### config.mk
export PLATFORM = sky130hd
export DESIGN_NAME = hsfs_log
export DESIGN_NICKNAME = d
export VERILOG_FILES = /design/src/rtl/hmm_scaled_forward_scorer_assert.svh /design/src/rtl/hsfs_pkg.sv /design/src/rtl/hsfs_log.sv
export SDC_FILE = /design/constraint.sdc
export NUM_CORES = 1
export LEC_CHECK = 0
export BUFFER_PORTS_ARGS = -buffer_cell sky130_fd_sc_hd__buf_2
export CAP_MARGIN = 20
export CORE_MARGIN = 4
export CORE_UTILIZATION = 50
export CTS_BUF_LIST = sky130_fd_sc_hd__clkbuf_4 sky130_fd_sc_hd__clkbuf_8
export CTS_CLUSTER_DIAMETER = 60
export DETAILED_ROUTE_END_ITERATION = 8
export GPL_TIMING_DRIVEN = 0
export PLACE_DENSITY = 0.64
export SYNTH_ARGS = -nofsm -noshare
export SYNTH_HDL_FRONTEND = slang
export SYNTH_SLANG_ARGS = --single-unit
export TNS_END_PERCENT = 30
### constraint.sdc
create_clock -name clk -period 13.7 [get_ports clk]
set_input_delay 0.685 -clock clk [delete_from_list [all_inputs] [get_ports clk]]
set_output_delay 0.685 -clock clk [all_outputs]
set_load 0.005 [all_outputs]
### src/rtl/hmm_scaled_forward_scorer_assert.svh
// Assertion macros shared by the scorer; clk and arst_n come from the using module.
`ifndef HMM_SCALED_FORWARD_SCORER_ASSERT_SVH
`define HMM_SCALED_FORWARD_SCORER_ASSERT_SVH

// Same-cycle implication, off during reset
`define HSFS_ASSERT_IMPL(name, ante, cons, msg) \
	name: assert property (@(posedge clk) disable iff (!arst_n) (ante) |-> (cons)) \
		else $error(msg);

// Next-cycle implication, off during reset
`define HSFS_ASSERT_NEXT(name, ante, cons, msg) \
	name: assert property (@(posedge clk) disable iff (!arst_n) (ante) |=> (cons)) \
		else $error(msg);

`endif

### src/rtl/hsfs_pkg.sv
package hsfs_pkg;

	// Fixed formats
	localparam int PROB_FRAC_BITS = 16;
	localparam int PROB_W = 17;
	localparam logic [PROB_W-1:0] PROB_ONE = PROB_W'(1) << PROB_FRAC_BITS;
	localparam int ALPHA_FRAC = 22;
	localparam int ALPHA_W = 24;
	localparam logic [ALPHA_W-1:0] ALPHA_ONE = ALPHA_W'(1) << ALPHA_FRAC;
	localparam int SCORE_W = 40;
	localparam logic signed [SCORE_W-1:0] SCORE_MAX = {1'b0, {(SCORE_W-1){1'b1}}};
	localparam logic signed [SCORE_W-1:0] SCORE_MIN = {1'b1, {(SCORE_W-1){1'b0}}};
	localparam int LN2_Q16 = 45426;
	localparam int LN_TAB_W = 16;

	// Defaults for the top level parameters
	localparam int MAX_STATES_DEF = 8;
	localparam int SYMBOL_COUNT_DEF = 256;

	// Port field widths
	localparam int NUM_STATES_W = 4;
	localparam int STATE_IDX_W = 3;
	localparam int SYMBOL_W = 8;
	localparam int CFG_INDEX_W = 1;
	localparam int CFG_DATA_W = 17;

	// Register indexes
	localparam logic [CFG_INDEX_W-1:0] CFG_NUM_STATES = 1'b0;
	localparam logic [CFG_INDEX_W-1:0] CFG_MIN_PROB = 1'b1;

	// Operation codes
	typedef enum logic [1:0] {
		OP_LOAD_TRANS = 2'd0,
		OP_LOAD_EMIT  = 2'd1,
		OP_SCORE      = 2'd2
	} op_t;

	typedef struct packed {
		logic [1:0]             operation;
		logic [STATE_IDX_W-1:0] state_index;
		logic [SYMBOL_W-1:0]    symbol;
		logic [PROB_W-1:0]      recur_value;
		logic [PROB_W-1:0]      next_value;
		logic                   last_symbol;
	} in_word_t;

	typedef struct packed {
		logic signed [SCORE_W-1:0] log_score;
		logic                      saturated;
	} out_word_t;

	// Floored model probabilities for one state and symbol
	typedef struct packed {
		logic [PROB_W-1:0] self_tp;
		logic [PROB_W-1:0] step_tp;
		logic [PROB_W-1:0] recur_emit;
		logic [PROB_W-1:0] next_emit;
	} arc_probs_t;

	function automatic logic [PROB_W-1:0] clamp_prob(input logic [PROB_W-1:0] v);
		return (v > PROB_ONE) ? PROB_ONE : v;
	endfunction

	// ln(1 + k/16) in Q16
	function automatic logic [LN_TAB_W-1:0] ln_tab(input logic [4:0] k);
		logic [LN_TAB_W-1:0] r;
		unique case (k)
			5'd0:  r = 16'd0;
			5'd1:  r = 16'd3973;
			5'd2:  r = 16'd7719;
			5'd3:  r = 16'd11262;
			5'd4:  r = 16'd14624;
			5'd5:  r = 16'd17821;
			5'd6:  r = 16'd20870;
			5'd7:  r = 16'd23783;
			5'd8:  r = 16'd26573;
			5'd9:  r = 16'd29248;
			5'd10: r = 16'd31818;
			5'd11: r = 16'd34292;
			5'd12: r = 16'd36675;
			5'd13: r = 16'd38975;
			5'd14: r = 16'd41196;
			5'd15: r = 16'd43345;
			5'd16: r = 16'd45426;
			default: r = 16'd0;
		endcase
		return r;
	endfunction

endpackage

### src/rtl/hsfs_log.sv
module hsfs_log import hsfs_pkg::*; (
	input  logic                      clk,
	input  logic                      arst_n,
	input  logic                      start,
	input  logic [ALPHA_W-1:0]        sum,
	output logic                      done,
	output logic signed [SCORE_W-1:0] ln
);

	logic [31:0]               norm_q;
	logic [4:0]                msb_q;
	logic                      busy_q;
	logic                      done_q;
	logic signed [SCORE_W-1:0] ln_q;
	logic [3:0]                idx;
	logic [15:0]               frac;
	logic [LN_TAB_W-1:0]       t0;
	logic [LN_TAB_W-1:0]       t1;
	logic [31:0]               interp;
	logic signed [6:0]         expo;
	logic signed [SCORE_W-1:0] ln_v;

	// Table lookup with linear interpolation on the normalized mantissa
	always_comb begin
		idx = norm_q[30:27];
		frac = norm_q[26:11];
		t0 = ln_tab({1'b0, idx});
		t1 = ln_tab({1'b0, idx} + 5'd1);
		interp = (32'(t1 - t0) * 32'(frac)) >> 16;
		expo = $signed({2'b00, msb_q}) - 7'sd22;
		ln_v = SCORE_W'(expo) * $signed(SCORE_W'(LN2_Q16))
			+ $signed(SCORE_W'(t0)) + $signed(SCORE_W'(interp[15:0]));
	end

	// Normalize one bit a cycle, then register the log
	always_ff @(posedge clk or negedge arst_n) begin
		if (!arst_n) begin
			busy_q <= 1'b0;
			done_q <= 1'b0;
		end else begin
			done_q <= 1'b0;
			if (start) begin
				busy_q <= 1'b1;
			end else if (busy_q && norm_q[31]) begin
				busy_q <= 1'b0;
				done_q <= 1'b1;
			end
		end
	end

	always_ff @(posedge clk) begin
		if (start) begin
			norm_q <= 32'(sum);
			msb_q <= 5'd31;
		end else if (busy_q) begin
			if (norm_q[31]) begin
				ln_q <= ln_v;
			end else begin
				norm_q <= norm_q << 1;
				msb_q <= msb_q - 5'd1;
			end
		end
	end

	assign done = done_q;
	assign ln = ln_q;

endmodule

==> Flow_metrics.wiki <==
{| class="wikitable"
! Metric !! Value
|-
| Result of the run || completed
|-
| GRT Util Overall || 0.2376
|-
| Mean instance size in the synthesized netlist || 8.921 sq um
|-
| Clock root cell || clkbuf_8
|-
| Cell repeated most along the worst path || fa_1
|-
| Critical path class || reg2reg
|-
| Number of antenna-violating nets in the routed design || 0
|-
| CTS tree || yes
|-
| Count of final hold-check violations || 0
|-
| Crit path buffers/inverters || 9
|-
| Worst Setup End Kind || flop
|-
| Maximum operating frequency || slightly below 80 MHz
|-
| Fraction of layout instances using a drive strength above 1 || 0.06653
|-
| Rel. slew slack || 0.3932
|-
| Slew at the pin closest to its max-slew limit || between 0.9 and 1 ns
|-
| Share of the yosys chip area belonging to registers || 0.1222
|-
| Overall die area || 37,430 sq um
|-
| Most common cell after layout, fill and taps aside || inv_1
|-
| Number of setup violations in the final report || 0
|-
| Net count of the finished layout || 2,514
|-
| Maximum number of pins on one net before global-route repair || 20
|-
| Dominant register cell in the synthesized netlist || edfxtp_1
|-
| Estimated wirelength of the detail-placed design || about 36,000 um
|-
| Tcrit/Tclk final || 0.9388
|-
| Setup repair after global routing missed its margin || no
|-
| Total global routing overflow || 0
|-
| Count of instances resized after the clock tree is built || 0
|-
| Number of vias per cell after detailed routing || 5.240
|-
| Post-cts hold buffer count || 0
|-
| TNS Setup || 0 ns
|-
| Maximum fanout along the worst path || 10
|-
| Leading post-synthesis cells by cell area || fa_1, ha_1, inv_1
|-
| Total count of max-transition violations in the final report || 0
|-
| Type of origin of the critical path || flop
|-
| Clock latency on the worst-skew pair || 0.39 ns
|-
| Class of the tightest hold or removal check || in2async
|-
| R2R Setup Slk || 0.84 ns
|-
| Vias post-DR || 12,900
|-
| Initial antenna violation count || 1
|-
| Syn_nets || 2,433
|-
| Critical path's top delay family || adder cells
|-
| Critical path's largest stage delay || 0.60 ns
|-
| Required arrival time at the worst endpoint || 13.81 ns
|-
| Initial DRC Count || just over 700
|-
| Count of maximum capacitance violations || 0
|-
| Synth area leader || fa_1
|-
| Remaining routing DRC violations || 0
|-
| Number of distinct library cells after synthesis || 72
|-
| Htree depth || 3
|-
| Clock tree sinks || 80
|-
| Wire length of the first global-routing pass || between 70,000 and 80,000 um
|-
| Final estimated routing congestion in global placement || between 0.9 and 1
|-
| Crit-path slowest cell || a211oi_1
|-
| Floorplan row count || between 60 and 70
|-
| Starting utilization of the core area || 0.5104
|-
| Buffer count from post-CTS setup fixing || 0
|-
| Period minus WS final || between 10 and 15 ns
|-
| Worst Hold Margin || 0.07992 ns
|-
| Horiz. Die Dim || 193.5 um
|-
| Number of standard cells after synthesis || 1,928
|-
| Number of global-route vias before repair || 13,480
|-
| Post-synthesis to final-layout area growth || 6.882%
|-
| Clock input transition at the sequential cells of the worst setup and hold paths || 0.10 ns
|-
| Average wire per standard cell || 17.56 um
|-
| Drt total wl || 43,220 um
|-
| Commonest cells after routing, fill and taps aside || inv_1, fa_1, nand2_1
|-
| Area of the mapped netlist || 17,200 sq um
|-
| Buffer levels on the longest clock path || 2
|-
| Core ar. || 33,700 sq um
|-
| Post-synthesis register bit count || 80
|-
| CTS Buf Count || 9
|-
| Number of enable-type register cells in the synthesized netlist || between 40 and 50
|-
| Setup clock skew after layout || 0.01889 ns
|-
| Async set-reset flop share out of synthesis || 0.02500
|-
| Chip Height || 193.5 um
|-
| Yosys top cell area share || 0.3445
|-
| Fill cell instance count of the final layout || 3,144
|-
| Synthesis Warnings || 0
|-
| CP Data Arrival Time || 12.98 ns
|-
| IO Pins || 68
|-
| Number of buffers added on ports || 67
|-
| Antenna fix cells || 0
|-
| Initial DRT Pass Iterations || 5
|}
-- synthesized netlist by cell type, types with 3 or more instances --
| cell | count |
|---|---|
| a21o_1 | 17 |
| o21a_1 | 16 |
| nand2_1 | 199 |
| o21bai_1 | 9 |
| fa_1 | 296 |
| a21oi_1 | 62 |
| nor2_1 | 78 |
| o21ai_1 | 3 |
| o31ai_1 | 8 |
| nor2b_1 | 20 |
| o211ai_1 | 5 |
| a22o_1 | 12 |
| o311ai_0 | 3 |
| a31oi_1 | 10 |
| xor2_1 | 27 |
| nor3_1 | 20 |
| and3_1 | 15 |
| a211oi_1 | 9 |
| or3_1 | 6 |
| o21ai_0 | 52 |
| dfxtp_1 | 29 |
| nand2b_1 | 29 |
| clkbuf_1 | 55 |
| and2_1 | 113 |
| edfxtp_1 | 49 |
| nand3_1 | 21 |
| xnor2_1 | 46 |
| inv_1 | 452 |
| ha_1 | 182 |
| o2111ai_1 | 3 |
| buf_4 | 15 |
| buf_2 | 7 |
| a21oi_2 | 5 |
-- layer usage --
metal | GRT usage | part of all wire
met1 | 0.3398 | 0.45
met2 | 0.3930 | 0.48
met3 | 0.03009 | 0.053
met4 | 0.04878 | 0.018
met5 | 0 | 0
-- logic make-up (layout without fill, tap and decap cells) --
kind of cell	Yosys count	count (layout)	synth area share
and+or+nand+nor	517	517	0.1466
muxes	1	1	0.0005820
adders and majority gates	478	478	0.4769
buffers and inverters	532	618	0.1203
AOI/OAI and AO/OA	246	246	0.09530
xor gates and xnor gates	74	74	0.03812
DFF	80	80	0.1222
-- registers in the layout (all words and copies together), names as in the netlist --
name / count
msb_q: 5
done: 1
busy_q: 1
ln: 25
t0: 16
norm_q: 32
-- metrics by stage --
step / setup slack (ns) / util / instance area (sq um) / cells
2_1_floorplan: 2.978 / - / 17200 / 1928
3_3_place_gp: 0.5965 / 0.5370 / 18100 / 2443
3_5_place_dp: 0.6172 / 0.5383 / 18140 / 2445
4_1_cts: 0.5530 / 0.5446 / 18350 / 2461
5_1_grt: 0.03471 / 0.5455 / 18380 / 2462
6_report: 0.8381 / 0.5455 / 18380 / 2462
-- layout make-up --
type / count / area (sq um) / area share
Multi-Input combinational cell: 1316 / 13060 / 0.7101
Sequential cell: 80 / 2102 / 0.1143
Inverter: 452 / 1697 / 0.09229
Tap cell: 448 / 560.5 / 0.03049
Timing Repair Buffer: 70 / 382.9 / 0.02083
Buffer: 80 / 374.1 / 0.02035
Clock buffer: 9 / 123.9 / 0.006738
Clock inverter: 7 / 88.84 / 0.004832
-- final timing paths --
kind / depth (start not counted) / to / startpoint
worst max-delay path: 46 / ln[22]$_DFFE_PP_ / norm_q[27]$_SDFFE_PP0P_
worst min-delay path: 1 / done$_DFF_PN0_ / arst_n
worst max register to register: 46 / ln[22]$_DFFE_PP_ / norm_q[27]$_SDFFE_PP0P_
worst min register to register: 1 / norm_q[1]$_DFFE_PP_ / norm_q[0]$_DFFE_PP_
max in group asynchronous: 1 / busy_q$_DFFE_PN0P_ / arst_n
min in group clk: 1 / norm_q[1]$_DFFE_PP_ / norm_q[0]$_DFFE_PP_
Power is left out: the tool's default activity adds up to more than one toggle a clock period on the data nets, which glitch-free logic cannot reach.
