===== config.mk =====
export PLATFORM = sky130hd
export DESIGN_NAME = hsfs_divider
export DESIGN_NICKNAME = d
export VERILOG_FILES = /design/src/rtl/hmm_scaled_forward_scorer_assert.svh /design/src/rtl/hsfs_pkg.sv /design/src/rtl/hsfs_divider.sv
export SDC_FILE = /design/constraint.sdc
export NUM_CORES = 1
export LEC_CHECK = 0
export BUFFER_PORTS_ARGS = -buffer_cell sky130_fd_sc_hd__clkbuf_2
export CAP_MARGIN = 5
export CORE_UTILIZATION = 56
export CTS_BUF_LIST = sky130_fd_sc_hd__clkbuf_4
export DETAILED_ROUTE_END_ITERATION = 6
export PLACE_DENSITY = 0.82
export SYNTH_ARGS = -nofsm -noshare
export SYNTH_HDL_FRONTEND = slang
export SYNTH_SLANG_ARGS = --single-unit

===== constraint.sdc =====
create_clock -name clk -period 6.1 [get_ports clk]
set_input_delay 0.61 -clock clk [delete_from_list [all_inputs] [get_ports clk]]
set_output_delay 0.61 -clock clk [all_outputs]
set_load 0.05 [all_outputs]

===== src/rtl/hmm_scaled_forward_scorer_assert.svh =====
// Assertion macros shared by the scorer; clk and arst_n come from the using module.
`ifndef HMM_SCALED_FORWARD_SCORER_ASSERT_SVH
`define HMM_SCALED_FORWARD_SCORER_ASSERT_SVH

// Same-cycle implication, off during reset
`define HSFS_ASSERT_IMPL(name, ante, cons, msg) \
	name: assert property (@(posedge clk) disable iff (!arst_n) (ante) |-> (cons)) \
		else $error(msg);

// Next-cycle implication, off during reset
`define HSFS_ASSERT_NEXT(name, ante, cons, msg) \
	name: assert property (@(posedge clk) disable iff (!arst_n) (ante) |=> (cons)) \
		else $error(msg);

`endif


===== src/rtl/hsfs_pkg.sv =====
package hsfs_pkg;

	// Fixed formats
	localparam int PROB_FRAC_BITS = 16;
	localparam int PROB_W = 17;
	localparam logic [PROB_W-1:0] PROB_ONE = PROB_W'(1) << PROB_FRAC_BITS;
	localparam int ALPHA_FRAC = 22;
	localparam int ALPHA_W = 24;
	localparam logic [ALPHA_W-1:0] ALPHA_ONE = ALPHA_W'(1) << ALPHA_FRAC;
	localparam int SCORE_W = 40;
	localparam logic signed [SCORE_W-1:0] SCORE_MAX = {1'b0, {(SCORE_W-1){1'b1}}};
	localparam logic signed [SCORE_W-1:0] SCORE_MIN = {1'b1, {(SCORE_W-1){1'b0}}};
	localparam int LN2_Q16 = 45426;
	localparam int LN_TAB_W = 16;

	// Defaults for the top level parameters
	localparam int MAX_STATES_DEF = 8;
	localparam int SYMBOL_COUNT_DEF = 256;

	// Port field widths
	localparam int NUM_STATES_W = 4;
	localparam int STATE_IDX_W = 3;
	localparam int SYMBOL_W = 8;
	localparam int CFG_INDEX_W = 1;
	localparam int CFG_DATA_W = 17;

	// Register indexes
	localparam logic [CFG_INDEX_W-1:0] CFG_NUM_STATES = 1'b0;
	localparam logic [CFG_INDEX_W-1:0] CFG_MIN_PROB = 1'b1;

	// Operation codes
	typedef enum logic [1:0] {
		OP_LOAD_TRANS = 2'd0,
		OP_LOAD_EMIT  = 2'd1,
		OP_SCORE      = 2'd2
	} op_t;

	typedef struct packed {
		logic [1:0]             operation;
		logic [STATE_IDX_W-1:0] state_index;
		logic [SYMBOL_W-1:0]    symbol;
		logic [PROB_W-1:0]      recur_value;
		logic [PROB_W-1:0]      next_value;
		logic                   last_symbol;
	} in_word_t;

	typedef struct packed {
		logic signed [SCORE_W-1:0] log_score;
		logic                      saturated;
	} out_word_t;

	// Floored model probabilities for one state and symbol
	typedef struct packed {
		logic [PROB_W-1:0] self_tp;
		logic [PROB_W-1:0] step_tp;
		logic [PROB_W-1:0] recur_emit;
		logic [PROB_W-1:0] next_emit;
	} arc_probs_t;

	function automatic logic [PROB_W-1:0] clamp_prob(input logic [PROB_W-1:0] v);
		return (v > PROB_ONE) ? PROB_ONE : v;
	endfunction

	// ln(1 + k/16) in Q16
	function automatic logic [LN_TAB_W-1:0] ln_tab(input logic [4:0] k);
		logic [LN_TAB_W-1:0] r;
		unique case (k)
			5'd0:  r = 16'd0;
			5'd1:  r = 16'd3973;
			5'd2:  r = 16'd7719;
			5'd3:  r = 16'd11262;
			5'd4:  r = 16'd14624;
			5'd5:  r = 16'd17821;
			5'd6:  r = 16'd20870;
			5'd7:  r = 16'd23783;
			5'd8:  r = 16'd26573;
			5'd9:  r = 16'd29248;
			5'd10: r = 16'd31818;
			5'd11: r = 16'd34292;
			5'd12: r = 16'd36675;
			5'd13: r = 16'd38975;
			5'd14: r = 16'd41196;
			5'd15: r = 16'd43345;
			5'd16: r = 16'd45426;
			default: r = 16'd0;
		endcase
		return r;
	endfunction

endpackage


===== src/rtl/hsfs_divider.sv =====
module hsfs_divider import hsfs_pkg::*; (
	input  logic               clk,
	input  logic               arst_n,
	input  logic               start,
	input  logic [ALPHA_W-1:0] num,
	input  logic [ALPHA_W-1:0] den,
	output logic               done,
	output logic [ALPHA_W-1:0] quot
);

	// (num << ALPHA_FRAC) / den with num < 2 * den: one quotient bit per cycle
	localparam int Q_W = ALPHA_FRAC + 1;
	localparam int CNT_W = $clog2(Q_W + 1);

	logic [ALPHA_W-1:0] rem_q;
	logic [Q_W-1:0]     dlo_q;
	logic [Q_W-1:0]     quot_q;
	logic [CNT_W-1:0]   cnt_q;
	logic               busy_q;
	logic               done_q;
	logic [ALPHA_W:0]   trial;
	logic               fits;

	assign trial = {rem_q, dlo_q[Q_W-1]};
	assign fits = trial >= {1'b0, den};

	// Count iterations
	always_ff @(posedge clk or negedge arst_n) begin
		if (!arst_n) begin
			busy_q <= 1'b0;
			done_q <= 1'b0;
			cnt_q <= '0;
		end else begin
			done_q <= 1'b0;
			if (start) begin
				busy_q <= 1'b1;
				cnt_q <= CNT_W'(Q_W);
			end else if (busy_q) begin
				cnt_q <= cnt_q - 1'b1;
				if (cnt_q == CNT_W'(1)) begin
					busy_q <= 1'b0;
					done_q <= 1'b1;
				end
			end
		end
	end

	// Shift in one dividend bit, subtract when it fits
	always_ff @(posedge clk) begin
		if (start) begin
			rem_q <= num >> 1;
			dlo_q <= {num[0], {ALPHA_FRAC{1'b0}}};
			quot_q <= '0;
		end else if (busy_q) begin
			rem_q <= fits ? ALPHA_W'(trial - {1'b0, den}) : ALPHA_W'(trial);
			dlo_q <= dlo_q << 1;
			quot_q <= {quot_q[Q_W-2:0], fits};
		end
	end

	assign done = done_q;
	assign quot = ALPHA_W'(quot_q);

endmodule


==> impl.org <==
** Finish
- Number of fill cells :: 573
- After routing the design area is 4400 um^2.
- Leaving out fill and tap cells, the most frequent cell in the layout is clkbuf_2.
- The area growth from synthesis to layout is 11.76%.
- Layout net count :: 588
- Cells fill 64.77% of the core in the end.
- Number of inserted diodes :: 0
- The library cells used most frequently in the layout, excluding fill and tap cells, are 74 x clkbuf_2, 47 x nor2_1, 34 x inv_1, 30 x nand2_1, 26 x ha_1.
- Fraction of final layout cells sized beyond drive strength 1 :: 19.37%

** Clock network
- After clock tree synthesis, the setup repair step added 0 buffers.
- In this run, CTS created clock tree buffers numbering 5.
- Cts repair resizes :: 0
- Clock Latency Late Sink :: 0.40 ns
- For this design, the sink count on the clock tree is 55.
- The root buffer cell chosen for the clock tree is clkbuf_4.
- Clock slew seen by the registers of the worst setup and hold paths :: 0.19 ns
- Number of hold-repair buffers added at the cts stage :: 0
- Worst-case clock buffer depth :: 2
- Count of H-tree levels built during CTS :: 2
- TritonCTS clock tree :: yes

** Timing
- The worst path meets setup with 2.790 ns of slack.
- At the pin with the least slew margin, the transition time is 1.064 ns.
- Slew Viols, Final :: 0
- The worst pin sits at a relative slew slack of 29.02%.
- After routing, the total negative slack on setup checks comes to 0 ns.
- Subtracting the final worst setup slack from the clock period gives 3.310 ns.
- Setup repair after global routing left no endpoint under its margin.
- Timing would allow up to 302.1 MHz.
- Final setup violating endpoints :: 0
- Fin Clk Skew :: 0.01002 ns
- In the finished design, the share of the clock period the worst path needs comes to 54.27%.
- The count of final hold-check violations came to 0.
- Worst hold slack after final layout :: 0.01336 ns

** Global route
- The total overflow left after global routing is 0.
- Antenna violations before repair :: 0
- Global routing used 26.23% of the available tracks.
- Maximum number of pins on one net before global-route repair :: 58
- Via count of the first global-routing pass :: 3380
- First-pass GRT wire length :: 15510 um

** Synthesis
- Dividing the synthesized area by the synthesized cell count gives 8.731 um^2.
- Cell variety after synth :: 60
- After Yosys synthesis, full adders, half adders and majority gates account for 8.770% of the synthesized area.
- After Yosys synthesis, and, or, nand and nor cells account for 18.37% of the synthesized area.
- Number of synthesized flops with an enable pin :: 24
- Synthesis-stage register bit count :: 55
- Post-synthesis xor/xnor area fraction :: 4.449%
- Register area share after synthesis :: 34.95%
- Dominant combinational cell family by area after synthesis :: compound AO/OA/AOI/OAI gates
- Cell area after technology mapping :: 3938 um^2
- Async S/R FF share, synth :: 12.73%
- Number of nets in the synthesized netlist :: 529
- Multiplexer share of the synthesized area :: 6.165%
- Synthesized instance count :: 451
- The most used flip-flop cell after synthesis is edfxtp_1.
- Fraction of the mapped netlist area in compound gates :: 21.07%
- Yosys warns :: 0

** Worst setup path
- Max stage delay on crit path :: 0.86 ns
- The signal on the critical path passes through ha_1 > a21o_1 > a211o_1 > a21oi_1 > nand2_1 > nor2_1 > o311ai_0.
- Cell depth of the worst flop-to-flop path :: 7
- The worst setup path is of the register to register kind.
- For the worst setup path, the data required time is 6.22 ns.
- Data on the critical path arrives at its endpoint at 3.43 ns.
- Counting buffers and inverters, the worst setup path is 7 cells deep.
- Cell family contributing the most delay on the critical path :: simple AND/OR/NAND/NOR gates
- Total buffers and inverters traversed by the critical path :: 0
- The slowest stage of the critical path belongs to the cell nor2_1.
- The worst setup path is captured at a register.
- Maximum fanout along the worst path :: 14
- STA classifies the critical path startpoint as a register.

** Placement
- Prior to clock tree synthesis, the placed netlist has a worst setup slack of 2.589 ns.
- Port buffering added 74 buffers.
- Area after DPL :: 4329 um^2
- Detailed placement ended at an HPWL of 6723 um.
- Routability-driven placement finished with a final weighted congestion of 0.8706.

** Routing
- The detailed router finished its first iteration with 237 violations.
- Using the TritonRoute via totals, the vias-per-cell ratio works out to 5.997.
- After detailed routing, the number of remaining DRC violations is 0.
- Via count :: 3640
- The pre-antenna-repair detailed-routing pass consisted of 5 iterations.
- Antenna-violating nets left :: 0
- Dividing the detail-routed wire length by the instance count gives 15.58 um.
- Total wirelength of the detailed-routed design :: 9455 um

** Floorplan
- Chip Height :: 85.85 um
- The floorplan step defined a die boundary enclosing 7370 um^2.
- For this configuration, the core starts out at a cell density of 57.96%.
- The die is 85.85 um wide.
- Number of ports placed on the die boundary :: 76
- Number of placement rows :: 30
- The core region is 6794 um^2.

** Outcome
- Outcome :: completed

** Pwr
- Dividing total power by cell area gives a power density of 410.4 nW/um^2.
- Static power due to leakage :: 2.105 nW
- IR analysis of the VDD net gives a maximum drop of 165.7 uV.

** Job
- Total of max-cap violations :: 0

** Worst hold path
- The tightest min-delay check is of the input port to asynchronous set/reset pin type.
[routing by layer]
metal	wire, um	global-route usage [%]	up-vias
met5	0	0	-
met4	97	6.818	0
met3	466	3.369	11
met2	4577	44.95	138
met1	4312	35.15	1732
li1	-	-	1759
[area by class of cell]
| class | instances | area (um^2) | area share [%] |
|---|---|---|---|
| multi-input cells | 338 | 2320 | 52.72 |
| flip-flops and latches | 55 | 1376 | 31.28 |
| repair buffers | 76 | 385.4 | 8.757 |
| inverters | 34 | 127.6 | 2.900 |
| well taps | 96 | 120.1 | 2.730 |
| clock buffers | 5 | 37.54 | 0.8530 |
| clock inverters | 3 | 33.78 | 0.7677 |
[Yosys cell counts, types with 3 or more instances]
cell / instances / area (um^2)
ha_1: 26 / 325.3
a41oi_1: 8 / 70.07
nand2b_1: 5 / 31.28
a21oi_1: 25 / 125.1
inv_1: 34 / 127.6
xnor2_1: 12 / 105.1
nor2_1: 47 / 176.4
clkbuf_1: 9 / 33.78
and3_1: 4 / 25.02
and2_1: 11 / 68.82
xor2_1: 8 / 70.07
buf_1: 5 / 18.77
nand3_1: 15 / 75.07
o311ai_1: 3 / 26.28
o21a_1: 6 / 45.04
a21o_1: 7 / 52.55
o31a_1: 4 / 35.03
nor2b_1: 4 / 25.02
nand2_1: 30 / 112.6
dfxtp_1: 24 / 480.5
dfrtp_1: 7 / 175.2
nor3_1: 9 / 45.04
a211oi_1: 4 / 30.03
buf_2: 7 / 35.03
edfxtp_1: 24 / 720.7
nor4_1: 4 / 25.02
a31oi_1: 13 / 81.33
nand4_1: 7 / 43.79
mux2i_1: 22 / 220.2
o31ai_1: 7 / 52.55
o21ai_0: 21 / 105.1
or2_2: 4 / 25.02
[cells by family (layout without fill, tap and decap cells)]
kind of cell               count (synthesis)  count (layout)
DFF                                       55              55
and+or+nand+nor                          148             148
AOI/OAI and AO/OA                        118             118
muxes                                     24              24
other                                      1               1
adders and majority gates                 27              27
buffers and inverters                     58             118
xor gates and xnor gates                  20              20
[where the power goes]
part / leakage, nW / internal, mW / switching, mW / total [mW]
combinational: 1.54 / 0.425 / 0.639 / 1.06
sequential: 0.527 / 0.495 / 0.0559 / 0.551
clock: 0.0390 / 0.0517 / 0.139 / 0.190
[registers in the layout (all words and copies together), names as in the netlist]
name,count
quot_q,23
done,1
rem_q,24
cnt_q,5
dlo_q,1
busy_q,1
[worst reg2reg max path: cells and delay by family, from the launching register on]
kind / cells / cell delay (ns)
AOI/OAI and AO/OA: 4 / 1.02
adders and majority gates: 1 / 0.34
DFF: 1 / 0.44
and+or+nand+nor: 2 / 1.24
[worst paths after layout]
kind / slack [ns] / end / from
max: 2.79 / rem_q[7]$_DFFE_PP_ / rem_q[21]$_DFFE_PP_
min reg2reg: 0.54 / quot_q[22]$_SDFFE_PP0P_ / quot_q[22]$_SDFFE_PP0P_
min in group clk: 0.49 / rem_q[8]$_DFFE_PP_ / num[9]
max reg2reg: 2.79 / rem_q[7]$_DFFE_PP_ / rem_q[21]$_DFFE_PP_
max in group asynchronous: 5.91 / busy_q$_DFF_PN0_ / arst_n
min: 0.01 / cnt_q[1]$_DFFE_PN0P_ / arst_n
[through the flow]
stage	total power [mW]	cells
floorplan	1.378	451
global placement	1.573	599
detailed placement	1.597	599
finish	1.806	607
CTS	1.789	607
global route	1.933	607
Note: power is estimated with default switching activity, not from simulation.
